**config.mk**
```make
export PLATFORM = sky130hd
export DESIGN_NAME = pcap_count_sel
export DESIGN_NICKNAME = d
export VERILOG_FILES = /design/src/design/pcap_pkg.sv /design/src/design/pcap_count_sel.sv
export SDC_FILE = /design/constraint.sdc
export NUM_CORES = 2
export LEC_CHECK = 0
export ABC_AREA = 1
export BUFFER_PORTS_ARGS = -buffer_cell sky130_fd_sc_hd__buf_2
export CAP_MARGIN = 15
export CORE_MARGIN = 2
export CORE_UTILIZATION = 45
export DETAILED_ROUTE_END_ITERATION = 10
export GPL_ROUTABILITY_DRIVEN = 0
export GPL_TIMING_DRIVEN = 0
export REMOVE_ABC_BUFFERS = 1
export SLEW_MARGIN = 15
export SYNTH_ARGS = -nofsm -noshare
export SYNTH_HDL_FRONTEND = slang
export SYNTH_SLANG_ARGS = --single-unit
```
**constraint.sdc**
```tcl
create_clock -name clk -period 5.8 [get_ports clk]
set_input_delay 0.58 -clock clk [delete_from_list [all_inputs] [get_ports clk]]
set_output_delay 0.58 -clock clk [all_outputs]
set_load 0.05 [all_outputs]
```
**src/design/pcap_pkg.sv**
```systemverilog
// Shared types and constants for the PCA projection core.
`timescale 1ns / 1ps

package pcap_pkg;

  localparam int MAX_DIM     = 16;
  localparam int SAMPLE_BITS = 16;
  localparam int IDX_W       = $clog2(MAX_DIM);
  localparam int POS_W       = $clog2(MAX_DIM + 1);
  localparam int COEF_W      = 16;
  localparam int PROD_W      = COEF_W + SAMPLE_BITS;
  localparam int ACC_W       = 36;
  localparam int EIGEN_W     = 32;
  localparam int FRAC_W      = 17;
  localparam int FRAC_SHIFT  = 16;
  localparam int TOTAL_W     = 36;
  localparam int HALF_W      = TOTAL_W / 2;
  localparam int PP_W        = HALF_W + FRAC_W;
  localparam int TARGET_W    = TOTAL_W + FRAC_W;
  localparam int CFG_IDX_W   = 2;

  localparam logic [FRAC_W-1:0] FRAC_ONE = FRAC_W'(1 << FRAC_SHIFT);

  localparam logic [1:0] OP_COEF   = 2'd0;
  localparam logic [1:0] OP_EIGEN  = 2'd1;
  localparam logic [1:0] OP_SAMPLE = 2'd2;

  localparam logic [CFG_IDX_W-1:0] CFG_INPUT_DIM    = 2'd0;
  localparam logic [CFG_IDX_W-1:0] CFG_OUTPUT_COUNT = 2'd1;
  localparam logic [CFG_IDX_W-1:0] CFG_SELECT_VAR   = 2'd2;
  localparam logic [CFG_IDX_W-1:0] CFG_KEEP_FRAC    = 2'd3;

  typedef struct packed {
    logic [1:0]                    opcode;
    logic [3:0]                    row_index;
    logic [3:0]                    column_index;
    logic signed [15:0]            coef_value;
    logic [31:0]                   eigen_value;
    logic signed [SAMPLE_BITS-1:0] sample_value;
  } in_item_t;

  typedef struct packed {
    logic [3:0]         component_index;
    logic signed [35:0] component_value;
    logic               last_component;
  } out_item_t;

  typedef struct packed {
    logic                   mac_en;
    logic [IDX_W-1:0]       pos;
    logic [SAMPLE_BITS-1:0] sample;
    logic [IDX_W-1:0]       coef_row;
    logic [COEF_W-1:0]      coef_value;
    logic                   shift;
    logic                   clear;
  } cell_ctl_t;

  typedef struct packed {
    logic [POS_W-1:0]  d;
    logic [POS_W-1:0]  output_count;
    logic              select_by_variance;
    logic [FRAC_W-1:0] keep_fraction;
  } sel_cfg_t;

  typedef struct packed {
    logic               we;
    logic [IDX_W-1:0]   idx;
    logic [EIGEN_W-1:0] value;
  } ev_wr_t;

  typedef struct packed {
    logic             done;
    logic [POS_W-1:0] count;
  } cnt_res_t;

endpackage

```
**src/design/pcap_count_sel.sv**
```systemverilog
// Count selector: fixed, all d at zero share, or shortest eigenvalue prefix reaching the kept share.
`timescale 1ns / 1ps

module pcap_count_sel (
  input  logic                clk,
  input  logic                rst_n,
  input  pcap_pkg::sel_cfg_t  cfg,
  input  pcap_pkg::ev_wr_t    ev_wr,
  input  logic                start,
  output pcap_pkg::cnt_res_t  res
);

  typedef enum logic [2:0] {
    SEL_IDLE,
    SEL_SUM,
    SEL_MUL_LO,
    SEL_MUL_HI,
    SEL_ADD,
    SEL_SCAN,
    SEL_DONE
  } sel_state_t;

  sel_state_t state_r, state_nxt;

  logic [pcap_pkg::EIGEN_W-1:0]  ev_r [pcap_pkg::MAX_DIM];
  logic [pcap_pkg::EIGEN_W-1:0]  ev_rd;
  logic [pcap_pkg::POS_W-1:0]    d_r, d_nxt;
  logic [pcap_pkg::POS_W-1:0]    cnt_r, cnt_nxt;
  logic [pcap_pkg::POS_W-1:0]    count_r, count_nxt;
  logic [pcap_pkg::FRAC_W-1:0]   frac_r, frac_nxt;
  logic [pcap_pkg::TOTAL_W-1:0]  total_r, total_nxt;
  logic [pcap_pkg::TOTAL_W-1:0]  kept_r, kept_nxt;
  logic [pcap_pkg::TARGET_W-1:0] target_r, target_nxt;
  logic [pcap_pkg::PP_W-1:0]     prod_r, prod_nxt;
  logic [pcap_pkg::HALF_W-1:0]   mul_a;
  logic [pcap_pkg::FRAC_W-1:0]   frac_clamp;
  logic [pcap_pkg::POS_W-1:0]    fixed_n;
  logic [pcap_pkg::POS_W-1:0]    cnt_inc;
  logic [pcap_pkg::TARGET_W-1:0] kept_scaled;
  logic                          scan_go;

  assign ev_rd   = ev_r[cnt_r[pcap_pkg::IDX_W-1:0]];
  assign cnt_inc = cnt_r + 1'b1;

  assign frac_clamp = (cfg.keep_fraction > pcap_pkg::FRAC_ONE) ? pcap_pkg::FRAC_ONE
                                                               : cfg.keep_fraction;

  assign fixed_n = (cfg.output_count == '0)  ? pcap_pkg::POS_W'(1) :
                   (cfg.output_count > cfg.d) ? cfg.d : cfg.output_count;

  assign mul_a = (state_r == SEL_MUL_LO) ? total_r[pcap_pkg::HALF_W-1:0]
                                         : total_r[pcap_pkg::TOTAL_W-1:pcap_pkg::HALF_W];

  assign kept_scaled = pcap_pkg::TARGET_W'({kept_r, {pcap_pkg::FRAC_SHIFT{1'b0}}});
  assign scan_go     = (cnt_r < d_r) && (kept_scaled < target_r);

  always_comb begin
    state_nxt  = state_r;
    d_nxt      = d_r;
    cnt_nxt    = cnt_r;
    count_nxt  = count_r;
    frac_nxt   = frac_r;
    total_nxt  = total_r;
    kept_nxt   = kept_r;
    target_nxt = target_r;
    prod_nxt   = prod_r;
    case (state_r)
      SEL_IDLE, SEL_DONE: begin
        if (start) begin
          d_nxt     = cfg.d;
          frac_nxt  = frac_clamp;
          total_nxt = '0;
          cnt_nxt   = '0;
          if (!cfg.select_by_variance) begin
            count_nxt = fixed_n;
            state_nxt = SEL_DONE;
          end else if (cfg.keep_fraction == '0) begin
            count_nxt = cfg.d;
            state_nxt = SEL_DONE;
          end else begin
            state_nxt = SEL_SUM;
          end
        end
      end
      SEL_SUM: begin
        total_nxt = total_r + pcap_pkg::TOTAL_W'(ev_rd);
        cnt_nxt   = cnt_inc;
        if (cnt_inc >= d_r) begin
          state_nxt = SEL_MUL_LO;
        end
      end
      SEL_MUL_LO: begin
        prod_nxt  = mul_a * frac_r;
        state_nxt = SEL_MUL_HI;
      end
      SEL_MUL_HI: begin
        target_nxt = pcap_pkg::TARGET_W'(prod_r);
        prod_nxt   = mul_a * frac_r;
        state_nxt  = SEL_ADD;
      end
      SEL_ADD: begin
        target_nxt = target_r + (pcap_pkg::TARGET_W'(prod_r) << pcap_pkg::HALF_W);
        kept_nxt   = '0;
        cnt_nxt    = '0;
        state_nxt  = SEL_SCAN;
      end
      SEL_SCAN: begin
        if (scan_go) begin
          kept_nxt = kept_r + pcap_pkg::TOTAL_W'(ev_rd);
          cnt_nxt  = cnt_inc;
        end else begin
          count_nxt = (cnt_r == '0) ? pcap_pkg::POS_W'(1) : cnt_r;
          state_nxt = SEL_DONE;
        end
      end
      default: state_nxt = SEL_IDLE;
    endcase
  end

  always_ff @(posedge clk) begin
    if (ev_wr.we) begin
      ev_r[ev_wr.idx] <= ev_wr.value;
    end
  end

  always_ff @(posedge clk) begin
    if (!rst_n) begin
      state_r <= SEL_IDLE;
    end else begin
      state_r <= state_nxt;
    end
    d_r      <= d_nxt;
    cnt_r    <= cnt_nxt;
    count_r  <= count_nxt;
    frac_r   <= frac_nxt;
    total_r  <= total_nxt;
    kept_r   <= kept_nxt;
    target_r <= target_nxt;
    prod_r   <= prod_nxt;
  end

  assign res.done  = (state_r == SEL_DONE);
  assign res.count = count_r;

endmodule

```
After elaboration in Yosys (flattened, before gate mapping)
Memory sizes are Yosys's and may differ from the RTL's. A register that Yosys moved wholly into a read port is not among the register bits.
Index checks and enable logic that the tools add are counted.

operators by class
  $add $sub $neg = 4
  $mul = 1
  divide/modulo/power cells = 0
  magnitude comparators = 5
  equality and inequality tests = 11
  shifts and indexed selects = 0
  muxes and demuxes = 26
  bitwise logic cells = 0
  reductions and logical operators = 18

operators by type and width
  kind                                                             number
  36-bit case mux with 2 select lines                              2
  53-bit case mux with 2 select lines                              1
  36-bit by 32-bit adder with 36-bit output                        2
  36-bit two-way mux                                               2
  53-bit adder                                                     1
  52-bit by 53-bit < comparator with 1-bit output                  1
  5-bit two-way mux                                                9
  18-bit by 17-bit multiplier with 35-bit output                   1
  5-bit case mux with 4 select lines                               1
  18-bit two-way mux                                               1
  3-bit case mux with 6 select lines                               1
  17-bit greater-than comparator, second input constant            1
  17-bit logical NOT                                               1
  3-bit two-way mux                                                5
  5-bit logical NOT                                                2
  5-bit case mux with 2 select lines                               1
  3-bit == test, second input constant                             3
  2-bit inequality test, second input constant                     4
  2-bit nonzero test                                               4
  3-bit by 2-bit == test with 1-bit output, second input constant  2
  2-bit AND reduction                                              3
  3-bit AND reduction                                              2
  5-bit by 1-bit adder with 5-bit output, second input constant    1
  5-bit greater-or-equal comparator                                1
  other kinds (11)                                                 13

storage, ports and cells
  register bits = 195
  bits in latches = 0
  RAM bits = 512
  bits in read-only memories = 0
  input bits = 68
  output and inout bits = 6
  word-level logic and storage cells = 75
  memories = 1

memory list
  memory  words  width  read ports  clocked after Yosys merged registers in  write ports  line                  text
  ev_r    16     32     1           1                                        1            pcap_count_sel.sv:25  logic [pcap_pkg::EIGEN_W-1:0] ev_r [pcap_pkg::MAX_DIM];

Logic depth before layout (Yosys ltp)
  depth after elaboration = 6
  depth in mapped cells = 31
  depth with buffers taken out = 29

Least setup slack after synthesis
No wires, ideal clock.

  kind = register -> register
  start = reg state_r[1]
  end = reg prod_r[29] (netlist name), data pin
  arrival = 5,674 ps
  data required time = 5,541 ps
  setup slack = -133 ps
  stages on the path, launching flop included = 27
  buffers on the path = 2
  cells stage by stage = dfxtp_1 -> inv_2 -> nor3_4 -> inv_2 -> buf_6 -> nand2_1 -> o21ai_4 -> inv_2 -> buf_6 -> nand2_1 -> fa_1 -> fa_1 -> fa_1 -> inv_1 -> fa_1 -> fa_1 -> inv_1 -> fa_1 -> inv_1 -> ha_1 -> a21o_1 -> a21boi_0 -> o21ai_0 -> nand2_1 -> nand3_1 -> a21oi_1 -> xnor2_1

between the ends
  word-level cells in the longest chain between the ends = 3

ends and longest elaborated chain
  what                                            line                                        text
  start: declaration                              pcap_count_sel.sv:23                        sel_state_t state_r, state_nxt;
  start signal: assignment                        pcap_count_sel.sv:130                       state_r <= state_nxt;
  3-bit by 2-bit == test with 1-bit output        pcap_count_sel.sv:51, pcap_count_sel.sv:67
  18-bit two-way mux                              pcap_count_sel.sv:51                        assign mul_a = (state_r == SEL_MUL_LO) ? total_r[pcap_pkg::HALF_W-1:0]
  18-bit by 17-bit multiplier with 35-bit output  pcap_count_sel.sv:93, pcap_count_sel.sv:98
  end signal: assignment                          pcap_count_sel.sv:139                       prod_r <= prod_nxt;
  end: declaration                                pcap_count_sel.sv:34                        logic [pcap_pkg::PP_W-1:0] prod_r, prod_nxt;

Every way passes these cells.
A chain may end at the register's enable or synchronous reset.

Final worst setup path
  start = reg state_r[1]
  end = reg prod_r[31] (netlist name), data pin

The elaborated chain is that of the path after synthesis.

==> impl_metrics.ini <==
[clock_network]
cts_tree = yes
root_buffer = clkbuf_16
htreeDepth = 3
clkSinkCount = 711
numCtsBuffers = 77
clk_latency_ns = 0.66
clockBufferDepth = 3
clk_pin_slew_ns = 0.06

[place]
hpwl_um = 87970
numPortBuffers = 73
post-place-ws_ns = -2.518

[timing]
tns_ns = -8.485
skew_ns = 0.04727
rsz0062_at_grt = true
slew_headroom_pct = 28.99
clock.fmax_mhz = 157.8
period_minus_slack_ns = 6.337
drv_slew = 0
worst_slew_pin_slew_ns = 1.063
period_share_pct = 109.3
setup_viol = 22
hold_viol = 0
setup_slack_ns = -0.5373

[drt]
firstDrtPassIters = 7
drcViolationCount = 0
num_vias = 33790
route.antenna.remaining_nets = 0
routedWlPerCell_um = 20.24
vias_per_cell = 5.437
totalWireLength_um = 125800
first_iter_violations = 2511

[synth]
synth.area.top_cells = edfxtp_1 46%, fa_1 11%, ha_1 7.1%
avgSynthCellArea_um2 = 9.872
synthArstFlopShare_pct = 0
yosysUniqueCellTypes = 53
ys_ff_latch = 711
synth_edf_count = 704
synth_top_area_cell = edfxtp_1
netlist_instances = 4639
ys_seq_area_share_pct = 46.47
synth_top_area_share_pct = 46.16
synth.top_cells.by_count = 755 x inv_1, 704 x edfxtp_1, 698 x nand2_1, 465 x nor2_1, 364 x a21oi_1
syn-cell-area_um2 = 45800
synthFlopType = edfxtp_1
yosysMostFrequentCell = inv_1
yosys_warnings = 0

[layout]
layout.nets = 5352
areaGrowthSynthToFinish_pct = 15.16
drive_gt1_share_pct = 11.91

[global_route]
grt_pass1_vias = 33050
grt-ovfl-total = 0
grt_first_pass_wirelength_um = 191500
grt_usage_pct = 24.24
antenna_found_initial = 10
grt_max_degree = 73

[run]
cap_violations = 0

[critical_path]
crit_arrival_ns = 6.72
cpPeakStageDelay_ns = 0.60
crit_fanout = 12
cp-end-kind = flip-flop
crit_top_cell = fa_1
critPathSlowestCell = fa_1
required_ns = 6.18
startpoint_type = flip-flop
critical_path_class = reg -> reg

[floorplanning]
num_io_pins = 74
die_h_um = 323.0
start_util_pct = 45.21
fp-row-count = 117
die_w_um = 323.0
coreArea_um2 = 101300
dieArea_um2 = 104300

[run_status]
outcome = finished with violations
violations = negative setup slack

[hold_path]
hold_class = in -> reg
==> worst max-delay path, delay by kind of cell, from the launching register on <==
family,cells,cell delay [ns]
AO/OA/AOI/OAI,5,0.60
adder cells (fa/ha/maj),7,3.39
flip-flops,1,0.36
XOR/XNOR,1,0.16
buffers and inverters,11,1.04
AND/OR/NAND/NOR,4,0.50
==> final timing paths <==
kind / startpoint / end / slack, ns / cells past startpoint
worst min-delay path: cfg[25] / d_r[2] / 0.14 / 1
worst min register to register: cnt_r[1] / flip-flop / 0.61 / 2
worst max register to register: state_r[1] / prod_r[31] / -0.54 / 28
worst max-delay path: state_r[1] / prod_r[31] / -0.54 / 28
==> state kept, by name (all words and copies together), names as in the netlist, named ones only <==
signal	flops
cnt_r	5
count_r	5
d_r	5
ev_r	512
frac_r	17
kept_r	36
prod_r	35
state_r	3
target_r	53
total_r	36
==> layer usage <==
metal  routed length [um]  vias to the layer above  track usage (%)  part of all wire, %
met3                 8363                      280            4.164                  6.6
li1                     -                    15890                -                    -
met2                59460                     1075            39.89                   47
met4                 4880                        8            9.437                  3.9
met1                53030                    16540            32.00                   42
met5                   55                        -                0                0.044
==> timing repair <==
| action | 4_1_cts | 5_1_grt |
|---|---|---|
| gates resized for setup | 147 | 118 |
| gates cloned | 3 | 0 |
| pin swaps | 64 | 56 |
| hold buffers | 0 | 0 |
| setup buffers | 74 | 19 |
| setup endpoints to repair | 28 | 25 |
==> placed cells by master, fill, tap and decap left out, types with 26 or more instances in the layout <==
cell and instances:
nand2_1 671, buf_4 67, o21ai_0 290, clkbuf_16 78, ha_1 243, mux2i_1 128
a21oi_1 342, nor2_4 26, nand4_1 28, o211ai_1 136, buf_2 73, nor2_1 431
buf_12 32, nand3_1 120, fa_1 231, inv_1 737, edfxtp_1 704
==> cell type report <==
cell class	instances	area [um2]
Fill cell	9034	48560
Multi-Input combinational cell	3002	21870
Sequential cell	711	21300
Inverter	780	3055
Timing Repair Buffer	208	2243
Clock buffer	91	2011
Tap cell	1368	1712
Clock inverter	49	499.2
Timing Repair inverter	2	36.28
Antenna cell	3	7.507
==> per-stage QoR <==
step / instances / hold slack (ns) / instance area [um2] / utilization (%)
detailed placement: 5975 / 0.5944 / 48290 / 47.67
global placement: 5934 / 0.5945 / 47160 / 46.55
floorplan: 4493 / 0.5171 / 45080 / -
finish: 6214 / 0.1386 / 52740 / 52.06
CTS: 6192 / 0.1078 / 52090 / 51.42
global route: 6212 / 0.1305 / 52730 / 52.06
==> kinds of logic after synthesis <==
family / Yosys count / synth area share [%]
AND/OR/NAND/NOR: 1390 / 12.34
AO/OA/AOI/OAI: 937 / 11.89
buffers and inverters: 926 / 7.956
flip-flops: 711 / 46.47
adder cells (fa/ha/maj): 502 / 17.68
multiplexers: 128 / 2.798
XOR/XNOR: 45 / 0.8606
Power is not shown: default switching activity piles up to over one toggle a cycle in this logic, so the estimate is an artifact.
