==> config.mk <==
export PLATFORM = sky130hd
export DESIGN_NAME = pcap_mac_cell
export DESIGN_NICKNAME = d
export VERILOG_FILES = /design/src/design/pcap_pkg.sv /design/src/design/pcap_mac_cell.sv
export SDC_FILE = /design/constraint.sdc
export NUM_CORES = 1
export LEC_CHECK = 0
export CELL_PAD_IN_SITES_DETAIL_PLACEMENT = 0
export CELL_PAD_IN_SITES_GLOBAL_PLACEMENT = 1
export CORE_MARGIN = 2
export CORE_UTILIZATION = 41
export DETAILED_ROUTE_END_ITERATION = 8
export DONT_BUFFER_PORTS = 1
export GPL_TIMING_DRIVEN = 0
export PLACE_DENSITY_LB_ADDON = 0.1
export RECOVER_POWER = 25
export SYNTH_ARGS = -nofsm -noshare
export SYNTH_HDL_FRONTEND = slang
export SYNTH_SLANG_ARGS = --single-unit
==> constraint.sdc <==
create_clock -name clk -period 9.4 [get_ports clk]
set_input_delay 2.35 -clock clk [delete_from_list [all_inputs] [get_ports clk]]
set_output_delay 2.35 -clock clk [all_outputs]
set_load 0.02 [all_outputs]
==> src/design/pcap_pkg.sv <==
// Shared types and constants for the PCA projection core.
`timescale 1ns / 1ps

package pcap_pkg;

  localparam int MAX_DIM     = 16;
  localparam int SAMPLE_BITS = 16;
  localparam int IDX_W       = $clog2(MAX_DIM);
  localparam int POS_W       = $clog2(MAX_DIM + 1);
  localparam int COEF_W      = 16;
  localparam int PROD_W      = COEF_W + SAMPLE_BITS;
  localparam int ACC_W       = 36;
  localparam int EIGEN_W     = 32;
  localparam int FRAC_W      = 17;
  localparam int FRAC_SHIFT  = 16;
  localparam int TOTAL_W     = 36;
  localparam int HALF_W      = TOTAL_W / 2;
  localparam int PP_W        = HALF_W + FRAC_W;
  localparam int TARGET_W    = TOTAL_W + FRAC_W;
  localparam int CFG_IDX_W   = 2;

  localparam logic [FRAC_W-1:0] FRAC_ONE = FRAC_W'(1 << FRAC_SHIFT);

  localparam logic [1:0] OP_COEF   = 2'd0;
  localparam logic [1:0] OP_EIGEN  = 2'd1;
  localparam logic [1:0] OP_SAMPLE = 2'd2;

  localparam logic [CFG_IDX_W-1:0] CFG_INPUT_DIM    = 2'd0;
  localparam logic [CFG_IDX_W-1:0] CFG_OUTPUT_COUNT = 2'd1;
  localparam logic [CFG_IDX_W-1:0] CFG_SELECT_VAR   = 2'd2;
  localparam logic [CFG_IDX_W-1:0] CFG_KEEP_FRAC    = 2'd3;

  typedef struct packed {
    logic [1:0]                    opcode;
    logic [3:0]                    row_index;
    logic [3:0]                    column_index;
    logic signed [15:0]            coef_value;
    logic [31:0]                   eigen_value;
    logic signed [SAMPLE_BITS-1:0] sample_value;
  } in_item_t;

  typedef struct packed {
    logic [3:0]         component_index;
    logic signed [35:0] component_value;
    logic               last_component;
  } out_item_t;

  typedef struct packed {
    logic                   mac_en;
    logic [IDX_W-1:0]       pos;
    logic [SAMPLE_BITS-1:0] sample;
    logic [IDX_W-1:0]       coef_row;
    logic [COEF_W-1:0]      coef_value;
    logic                   shift;
    logic                   clear;
  } cell_ctl_t;

  typedef struct packed {
    logic [POS_W-1:0]  d;
    logic [POS_W-1:0]  output_count;
    logic              select_by_variance;
    logic [FRAC_W-1:0] keep_fraction;
  } sel_cfg_t;

  typedef struct packed {
    logic               we;
    logic [IDX_W-1:0]   idx;
    logic [EIGEN_W-1:0] value;
  } ev_wr_t;

  typedef struct packed {
    logic             done;
    logic [POS_W-1:0] count;
  } cnt_res_t;

endpackage

==> src/design/pcap_mac_cell.sv <==
// Multiply-accumulate cell: one eigenvector column, one accumulator, shift link.
`timescale 1ns / 1ps

module pcap_mac_cell (
  input  logic                           clk,
  input  logic                           rst_n,
  input  pcap_pkg::cell_ctl_t            ctl,
  input  logic                           coef_we,
  input  logic [pcap_pkg::ACC_W-1:0]     acc_in,
  output logic [pcap_pkg::ACC_W-1:0]     acc_out
);

  logic [pcap_pkg::COEF_W-1:0]        coef_r [pcap_pkg::MAX_DIM];
  logic signed [pcap_pkg::COEF_W-1:0] coef_rd;
  logic signed [pcap_pkg::SAMPLE_BITS-1:0] sample_s;
  logic signed [pcap_pkg::PROD_W-1:0] product_r;
  logic                               prod_valid_r;
  logic [pcap_pkg::ACC_W-1:0]         acc_r;
  logic [pcap_pkg::ACC_W-1:0]         acc_nxt;
  logic [pcap_pkg::ACC_W-1:0]         product_ext;

  assign coef_rd  = $signed(coef_r[ctl.pos]);
  assign sample_s = $signed(ctl.sample);
  assign product_ext = {{(pcap_pkg::ACC_W - pcap_pkg::PROD_W){product_r[pcap_pkg::PROD_W-1]}},
                        product_r};

  always_comb begin
    acc_nxt = acc_r;
    if (ctl.clear) begin
      acc_nxt = '0;
    end else if (ctl.shift) begin
      acc_nxt = acc_in;
    end else if (prod_valid_r) begin
      acc_nxt = acc_r + product_ext;
    end
  end

  always_ff @(posedge clk) begin
    if (coef_we) begin
      coef_r[ctl.coef_row] <= ctl.coef_value;
    end
  end

  always_ff @(posedge clk) begin
    if (ctl.mac_en) begin
      product_r <= coef_rd * sample_s;
    end
  end

  always_ff @(posedge clk) begin
    if (!rst_n) begin
      prod_valid_r <= 1'b0;
      acc_r        <= '0;
    end else begin
      prod_valid_r <= ctl.mac_en;
      acc_r        <= acc_nxt;
    end
  end

  assign acc_out = acc_r;

endmodule

# Word level (Yosys, flattened, before mapping)
# Memories as Yosys holds them, arrays and structs flattened.
# Cells that the tools add are included.
# word_totals
reg_bits	69
mem_bits_rw	256
output_inout_bits	36
wordCells	13
memories	1
# memory_table
name	words	word_bits	rd	rd_clocked_by_memory_dff	wr	line_no	source
coef_r	16	16	1	0	1	pcap_mac_cell.sv:13	logic [pcap_pkg::COEF_W-1:0] coef_r [pcap_pkg::MAX_DIM];
# classes
add_sub_neg	1
n_mul	1
n_mux	4
bitwise	1
reduce_logical	2
# op_table
cell	count
36-bit 2-to-1 mux	2
36-bit adder	1
16-bit by 16-bit multiplier with 32-bit output	1
1-bit 2-to-1 mux	2
2-bit nonzero test	1
2-bit OR reduction	1
1-bit NOT	1

# Longest topological paths before layout
# Gate-level depths: netlist of the first run.
# depth
ltp_word	3
depth_mapped	30

# Worst setup path before layout of the first run
# Ideal clock, no wire load.
# synth_path
kind	in2reg
start	in ctl[38] in the netlist's numbering
end	reg product_r[30] in the netlist's numbering (data pin)
setup_time_ns	0.258
arrival_ns	9.528
required_ns	9.142
setup_slack_ns	-0.386
path_stages	25
cell_sequence	buf_2 > buf_1 > mux4_2 > mux4_2 > clkbuf_1 > nand2_1 > fa_1 > fa_1 > fa_1 > inv_1 > fa_1 > fa_1 > inv_1 > fa_1 > inv_1 > ha_1 > a21o_1 > a2111oi_0 > a21oi_1 > a311oi_2 > nor3_1 > a211oi_2 > nor2_1 > a221o_1 > xnor2_1
# synth_between
elab_chain_cells	2
# synth_rtl
element	line_no	source
start, declared	pcap_mac_cell.sv:7	input pcap_pkg::cell_ctl_t ctl,
memory 16 x 16 bit	n/a	
16-bit by 16-bit multiplier with 32-bit output	pcap_mac_cell.sv:46	product_r <= coef_rd * sample_s;
end signal, assigned	pcap_mac_cell.sv:46	
end, declared	pcap_mac_cell.sv:16	logic signed [pcap_pkg::PROD_W-1:0] product_r;
# No other way between the ends.
# A chain may end at the register's enable or synchronous reset.

# Final worst setup path of the first run
# Same ends and word-level chain as after synthesis.

==> results of run 1 <==
routing by layer:
| layer | wire length, um | up-vias | track usage, % |
|---|---|---|---|
| met5 | 0 | - | 0 |
| met4 | 1760 | 0 | 5.86 |
| met3 | 2870 | 95 | 3.58 |
| met2 | 32900 | 278 | 39.6 |
| met1 | 25900 | 7592 | 26.1 |
| li1 | - | 6869 | - |
area by class of cell:
class                      instances  area, um^2  share of cell area, %
buffer                            74         552                   2.00
clock buffer                      41         962                   3.50
clock inverter                    24         323                   1.17
inverter                         322        1210                   4.39
multi-input combinational       1253       13400                   48.6
sequential                       325        9390                   34.1
tap                              765         957                   3.48
timing repair buffer              61         759                   2.76
per-stage QoR:
stage	hold WS [ps]	cell area, um^2	utilization, %	instances
5_1_grt	699	27500	47.5	2865
3_3_place_gp	653	25200	43.5	2741
3_5_place_dp	665	25600	44.2	2761
4_1_cts	676	27100	46.8	2837
6_report	664	27500	47.5	2865
2_1_floorplan	628	24200	-	1976
what timing repair did:
action / CTS / global route
gates cloned: 0 / 3
buffers inserted: 13 / 25
resized for setup: 35 / 32
endpoints found under the setup margin: 9 / 8
pin swaps: 4 / 14
hold endpoints to repair: 0 / 0
hold buffers: 0 / 0
cell usage in the layout (no fill, tap or decap), types with 5 or more instances in the layout:
cell type    n
buf_8        9
dfxtp_1     37
fa_1       258
nor2b_1     15
o21ai_0     22
nand2b_1    16
nand3_1     16
buf_4       40
clkbuf_1    41
nor3_1      10
a21oi_1     80
and3_1       9
nand2_1    164
clkinv_1     9
mux4_2      80
bufinv_16    7
buf_16       9
and2_1     135
buf_12       7
o21bai_1    11
nor2_1      83
xor2_1      14
mux2i_1     14
inv_1      320
nor3_2       5
fa_2         5
nor3b_1      5
buf_6       12
edfxtp_1   288
a21o_1      31
a211oi_1    18
xnor2_1     45
o21a_1       7
clkbuf_16   41
a21oi_2      5
nor2_2      12
clkbuf_8     5
a31oi_1     10
ha_1       113
worst min-delay path by stage:
| stage | start | endpoint | slack [ps] | cells past startpoint |
|---|---|---|---|---|
| global placement | acc_out[32] | acc_out[32] | 650 | 2 |
| floorplan | acc_out[11] | acc_out[11] | 630 | 2 |
| CTS | acc_out[30] | acc_out[30] | 680 | 2 |
| global route | acc_out[27] | acc_out[27] | 700 | 2 |
| detailed placement | acc_out[30] | acc_out[30] | 670 | 2 |
| finish | acc_out[27] | acc_out[27] | 660 | 2 |
worst reg2reg max path, cell delays in order, from the launching register on:
cell and delay [ps]:
edfxtp_1 370, mux4_2 510, mux4_2 620, clkbuf_1 370
nand2_1 200, fa_1 450, fa_1 520, fa_1 530
inv_1 60, fa_1 450, fa_1 490, inv_1 50
fa_1 470, inv_1 60, ha_4 240, a21o_1 230
a2111oi_4 340, a21oi_2 120, a311oi_4 340, nor3_2 80
a211oi_2 280, nor2_1 90, a221o_1 360, xnor2_1 150
registers in the layout (all words and copies together), names as in the netlist:
name and cells:
coef_r 256, acc_out 36, prod_valid_r 1, product_r 32
kinds of logic (layout without fill, tap and decap cells):
logic type,count (synthesis),after routing
xor gates and xnor gates,59,59
AOI/OAI and AO/OA,232,232
adders and majority gates,380,380
and+or+nand+nor,483,483
DFF,325,325
buffers and inverters,398,522
muxes,99,99
==> flow_metrics.py, run 1 <==
metrics = {
    "outcome": {
        "status": "finished, final reports clean",
    },
    "floorplan": {
        "pin_count": 118,
        "die_x_um": 246,
        "die_area_um2": 60700,
        "core_area_um2": 57900,
        "dieHeight_um": 246,
        "start_util_pct": 41.6,
        "row_count": 88,
    },
    "critical_path": {
        "cp_slowest_cell": "mux4_2",
        "cp_common_cell": "fa_1",
        "setup.worst_path.end": "product_r[30]",
        "cp_max_fo": 8,
        "critPathBufInv": 6,
        "critPathTopFamily": "adder cells",
        "crit_path_max_incr_delay_ps": 580,
        "crit_path_end_kind": "register",
        "r2r_end": "product_r[30]",
        "worstSetupStartpoint": "ctl[38]",
        "cp-start-kind": "primary input",
        "r2r_start": "coef_r[11][12]",
        "cp.depth": 25,
        "worst-setup-path-type": "in2reg",
        "r2r_cells": 23,
        "cp.required_ps": 9700,
        "arrival_ps": 9550,
        "r2r_slack_ps": 1790,
    },
    "synth": {
        "ys_async_sr_fraction_pct": 0,
        "synth_top_area_cell": "edfxtp_1",
        "synthAdderAreaFrac_pct": 27.9,
        "ys_types": 69,
        "avgSynthCellArea_um2": 12.2,
        "yosys.area_share.simple_pct": 9.77,
        "yosys_warnings": 0,
        "ys_ff_latch": 325,
        "yosysSeqAreaShare_pct": 39.0,
        "synth_top_cell_area_share_pct": 35.9,
        "netlist_instances": 1976,
        "synth.mux.area_fraction_pct": 8.30,
        "synth_area_leaders": "edfxtp_1 (36%), fa_1 (22%), mux4_2 (7.5%), ha_1 (6.1%), inv_1 (5.0%)",
        "yosysMostFrequentCell": "inv_1",
        "synth_nets": 2438,
        "synth_compound_area_share_pct": 6.52,
        "synth_top_family_by_area": "adder cells",
        "synth_edf_count": 288,
        "ys.flop_type": "edfxtp_1",
        "synthTopCellsByCount": "inv_1 (321), edfxtp_1 (288), fa_1 (263)",
        "synth_xor_area_share_pct": 2.15,
        "synth_area_um2": 24100,
    },
    "route": {
        "antenna_left": 0,
        "wl_per_cell_um": 22.1,
        "drc_errors": 0,
        "vias": 14800,
        "dr.pass1.iters": 7,
        "dr.first_iter.drc_count": 723,
        "avgViaCountPerCell": 5.18,
        "totalWireLength_um": 63400,
    },
    "grt": {
        "track_usage_pct": 21.6,
        "grt_pass1_wl_um": 97800,
        "grt.overflow.total": 0,
        "first_global_vias": 16200,
        "antenna_found_initial": 2,
        "grt_max_degree": 34,
    },
    "timing": {
        "rsz0062_at_grt": "false",
        "worst_pin_slew_ps": 935,
        "finalSetupViolations": 0,
        "period_needed_ps": 9240,
        "post-route-period-util_pct": 98.3,
        "fmax_mhz": 108,
        "slew-limit-headroom_pct": 37.7,
        "maxSlewViolCount": 0,
        "fin_ws_ps": 155,
        "skew_ps": 23.0,
        "finalHoldViolCount": 0,
        "final.setup.tns_ps": 0,
    },
    "final_layout": {
        "syn_to_final_growth_pct": 14.3,
        "drive_gt1_share_pct": 13.5,
        "nets": 2536,
        "fillCellCount": 5286,
        "diodes": 0,
    },
    "clocking": {
        "cts_tree": "yes",
        "htree_levels": 2,
        "clk_latency_ps": 560,
        "path_clk_slew_ps": 60,
        "cts_buffer_depth": 3,
        "cts_buffers": 37,
        "clockRootBuffer": "clkbuf_16",
        "cts_sinks": 325,
    },
    "placed_design": {
        "pre_cts_slack_ps": -1430,
        "port_buffers": 0,
        "globalplace.congestion": 0.886,
        "dp.final_hpwl_um": 49500,
    },
    "flow_run": {
        "cap_violations": 0,
    },
    "worst_hold_path": {
        "min_path_type": "reg2reg",
    },
}
Power of run 1 is left out: the tool's default activity adds up to more than one toggle a clock period on the data nets, which glitch-free logic cannot reach.
==> run 2, diff against run 1 <==
--- a/config.mk
+++ b/config.mk
@@ -7,10 +7,12 @@
 export LEC_CHECK = 0
 export CELL_PAD_IN_SITES_DETAIL_PLACEMENT = 0
 export CELL_PAD_IN_SITES_GLOBAL_PLACEMENT = 1
+export CORE_ASPECT_RATIO = 0.6
 export CORE_MARGIN = 2
 export CORE_UTILIZATION = 41
 export DETAILED_ROUTE_END_ITERATION = 8
 export DONT_BUFFER_PORTS = 1
+export GPL_ROUTABILITY_DRIVEN = 0
 export GPL_TIMING_DRIVEN = 0
 export PLACE_DENSITY_LB_ADDON = 0.1
 export RECOVER_POWER = 25
==> run 2 against run 1 <==
Final cell count is 0.56% higher; via count is 4.5% higher; clock skew is 0.88 ps higher; final area is 0.21% higher; critical path depth is 2 higher; register-to-register slack better by 50 ps.
==> flow_metrics.py, run 2 (same netlist as run 1, synthesis figures left out) <==
metrics = {
    "grt": {
        "track_usage_pct": 22.8,
        "grt.met3_usage_pct": 4.89,
        "grtUsageMet2_pct": 28.1,
        "grt_pass1_wl_um": 101000,
        "met1_usage_pct": 39.8,
        "grt_max_degree": 34,
        "busiest_layer": "met1",
        "grt.overflow.total": 0,
        "first_global_vias": 15900,
        "antenna_found_initial": 6,
    },
    "placed_design": {
        "postPlaceCellArea_um2": 25500,
        "port_buffers": 0,
        "dp.final_hpwl_um": 52500,
        "pre_cts_slack_ps": -1600,
    },
    "floorplan": {
        "start_util_pct": 41.7,
        "core_area_um2": 57800,
        "pin_count": 118,
        "die_x_um": 317,
        "row_count": 68,
        "die_area_um2": 60700,
        "dieHeight_um": 192,
    },
    "critical_path": {
        "cp_slowest_cell": "mux4_2",
        "crit_path_max_incr_delay_ps": 650,
        "cp-start-kind": "primary input",
        "cp.required_ps": 9710,
        "cp_max_fo": 7,
        "crit_path_end_kind": "register",
        "cp_common_cell": "fa_1",
        "worst-setup-path-type": "in2reg",
        "arrival_ps": 9590,
    },
    "timing": {
        "finalSetupViolations": 0,
        "skew_ps": 23.8,
        "finalHoldViolCount": 0,
        "maxSlewViolCount": 0,
        "fmax_mhz": 108,
        "post-route-period-util_pct": 98.7,
        "final.setup.tns_ps": 0,
        "fin_ws_ps": 125,
        "slew-limit-headroom_pct": 36.6,
        "period_needed_ps": 9270,
        "worst_pin_slew_ps": 948,
        "rsz0062_at_grt": "true",
    },
    "worst_hold_path": {
        "min_path_type": "reg2reg",
    },
    "route": {
        "vias": 15500,
        "dr.pass1.iters": 5,
        "totalWireLength_um": 66700,
        "antenna_left": 0,
        "dr.first_iter.drc_count": 1472,
        "drc_errors": 0,
        "avgViaCountPerCell": 5.38,
        "wl_per_cell_um": 23.1,
    },
    "clocking": {
        "path_clk_slew_ps": 60,
        "clockRootBuffer": "clkbuf_16",
        "cts_buffers": 34,
        "cts_sinks": 325,
        "cts_buffer_depth": 3,
        "clk_latency_ps": 570,
        "htree_levels": 2,
        "cts_tree": "yes",
    },
    "final_layout": {
        "largest_reg_flops": 256,
        "fin_util_pct": 47.7,
        "multi_input_area_um2": 13500,
        "nets": 2548,
        "fillCellCount": 5129,
        "largest_register": "coef_r",
        "syn_to_final_growth_pct": 14.6,
        "final_common_cell": "inv_1",
        "stdcell_area_um2": 27600,
        "final_cell_mix": "inv_1 (318), edfxtp_1 (288), fa_1 (254), nand2_1 (162), and2_1 (134)",
        "drive_gt1_share_pct": 14.9,
        "regArea_um2": 9390,
    },
    "outcome": {
        "status": "finished, final reports clean",
    },
    "flow_run": {
        "cap_violations": 0,
    },
}
[run 2: changes by cell type in the layout (fill, tap and decap cells not counted), moves of 3 or more]
cell       change
bufinv_16      -5
buf_12         +3
clkbuf_2       +3
ha_1           -5
buf_6          -3
buf_16         -6
buf_4         +11
buf_8         +11
fa_2           +4
ha_2           +4
fa_1           -4
clkinv_1       -4
diode_2        +3
[run 2: routing by layer]
layer  part of all wire, %  vias to the layer above
met3                   9.2                       45
met4                   1.1                        0
met1                    53                     8069
met2                    37                      481
li1                      -                     6906
met5                     0                        -
[run 2: final timing paths]
check                       from       endpoint  slack [ps]  cells past startpoint
setup / recovery         ctl[38]  product_r[30]         130                     27
hold / removal       acc_out[27]    acc_out[27]         680                      2
setup reg to reg  coef_r[15][12]  product_r[30]        1840                     24
hold reg to reg      acc_out[27]    acc_out[27]         680                      2
[run 2: repair_timing]
action | in CTS | in global routing
hold buffers | 0 | 0
resized for setup | 43 | 64
pin swaps | 3 | 27
cloned | 1 | 4
setup buffers | 25 | 27
setup endpoints to repair | 11 | 8
[run 2: final cells by class]
type / instances / share of cell area [%]
inverter: 322 / 4.38
clock buffer: 43 / 3.32
multi-input combinational: 1253 / 48.8
timing repair buffer: 76 / 3.21
tap: 770 / 3.49
sequential: 325 / 34.0
clock inverter: 15 / 0.612
antenna: 3 / 0.0272
buffer: 74 / 2.10
[run 2: worst max-delay path, delay by kind of cell]
kind	cells	cell delay, ps
buffers and inverters	8	1030
and+or+nand+nor	5	670
xor gates and xnor gates	1	140
muxes	2	1170
AOI/OAI and AO/OA	4	1050
adders and majority gates	7	3140
[run 2: stage by stage]
stage | cells | hold slack [ps]
after floorplan | 1976 | 628
after global placement | 2746 | 661
after detailed placement | 2765 | 669
after CTS | 2847 | 680
after global routing | 2878 | 689
final | 2881 | 678
Power of run 2 is left out for the same reason.
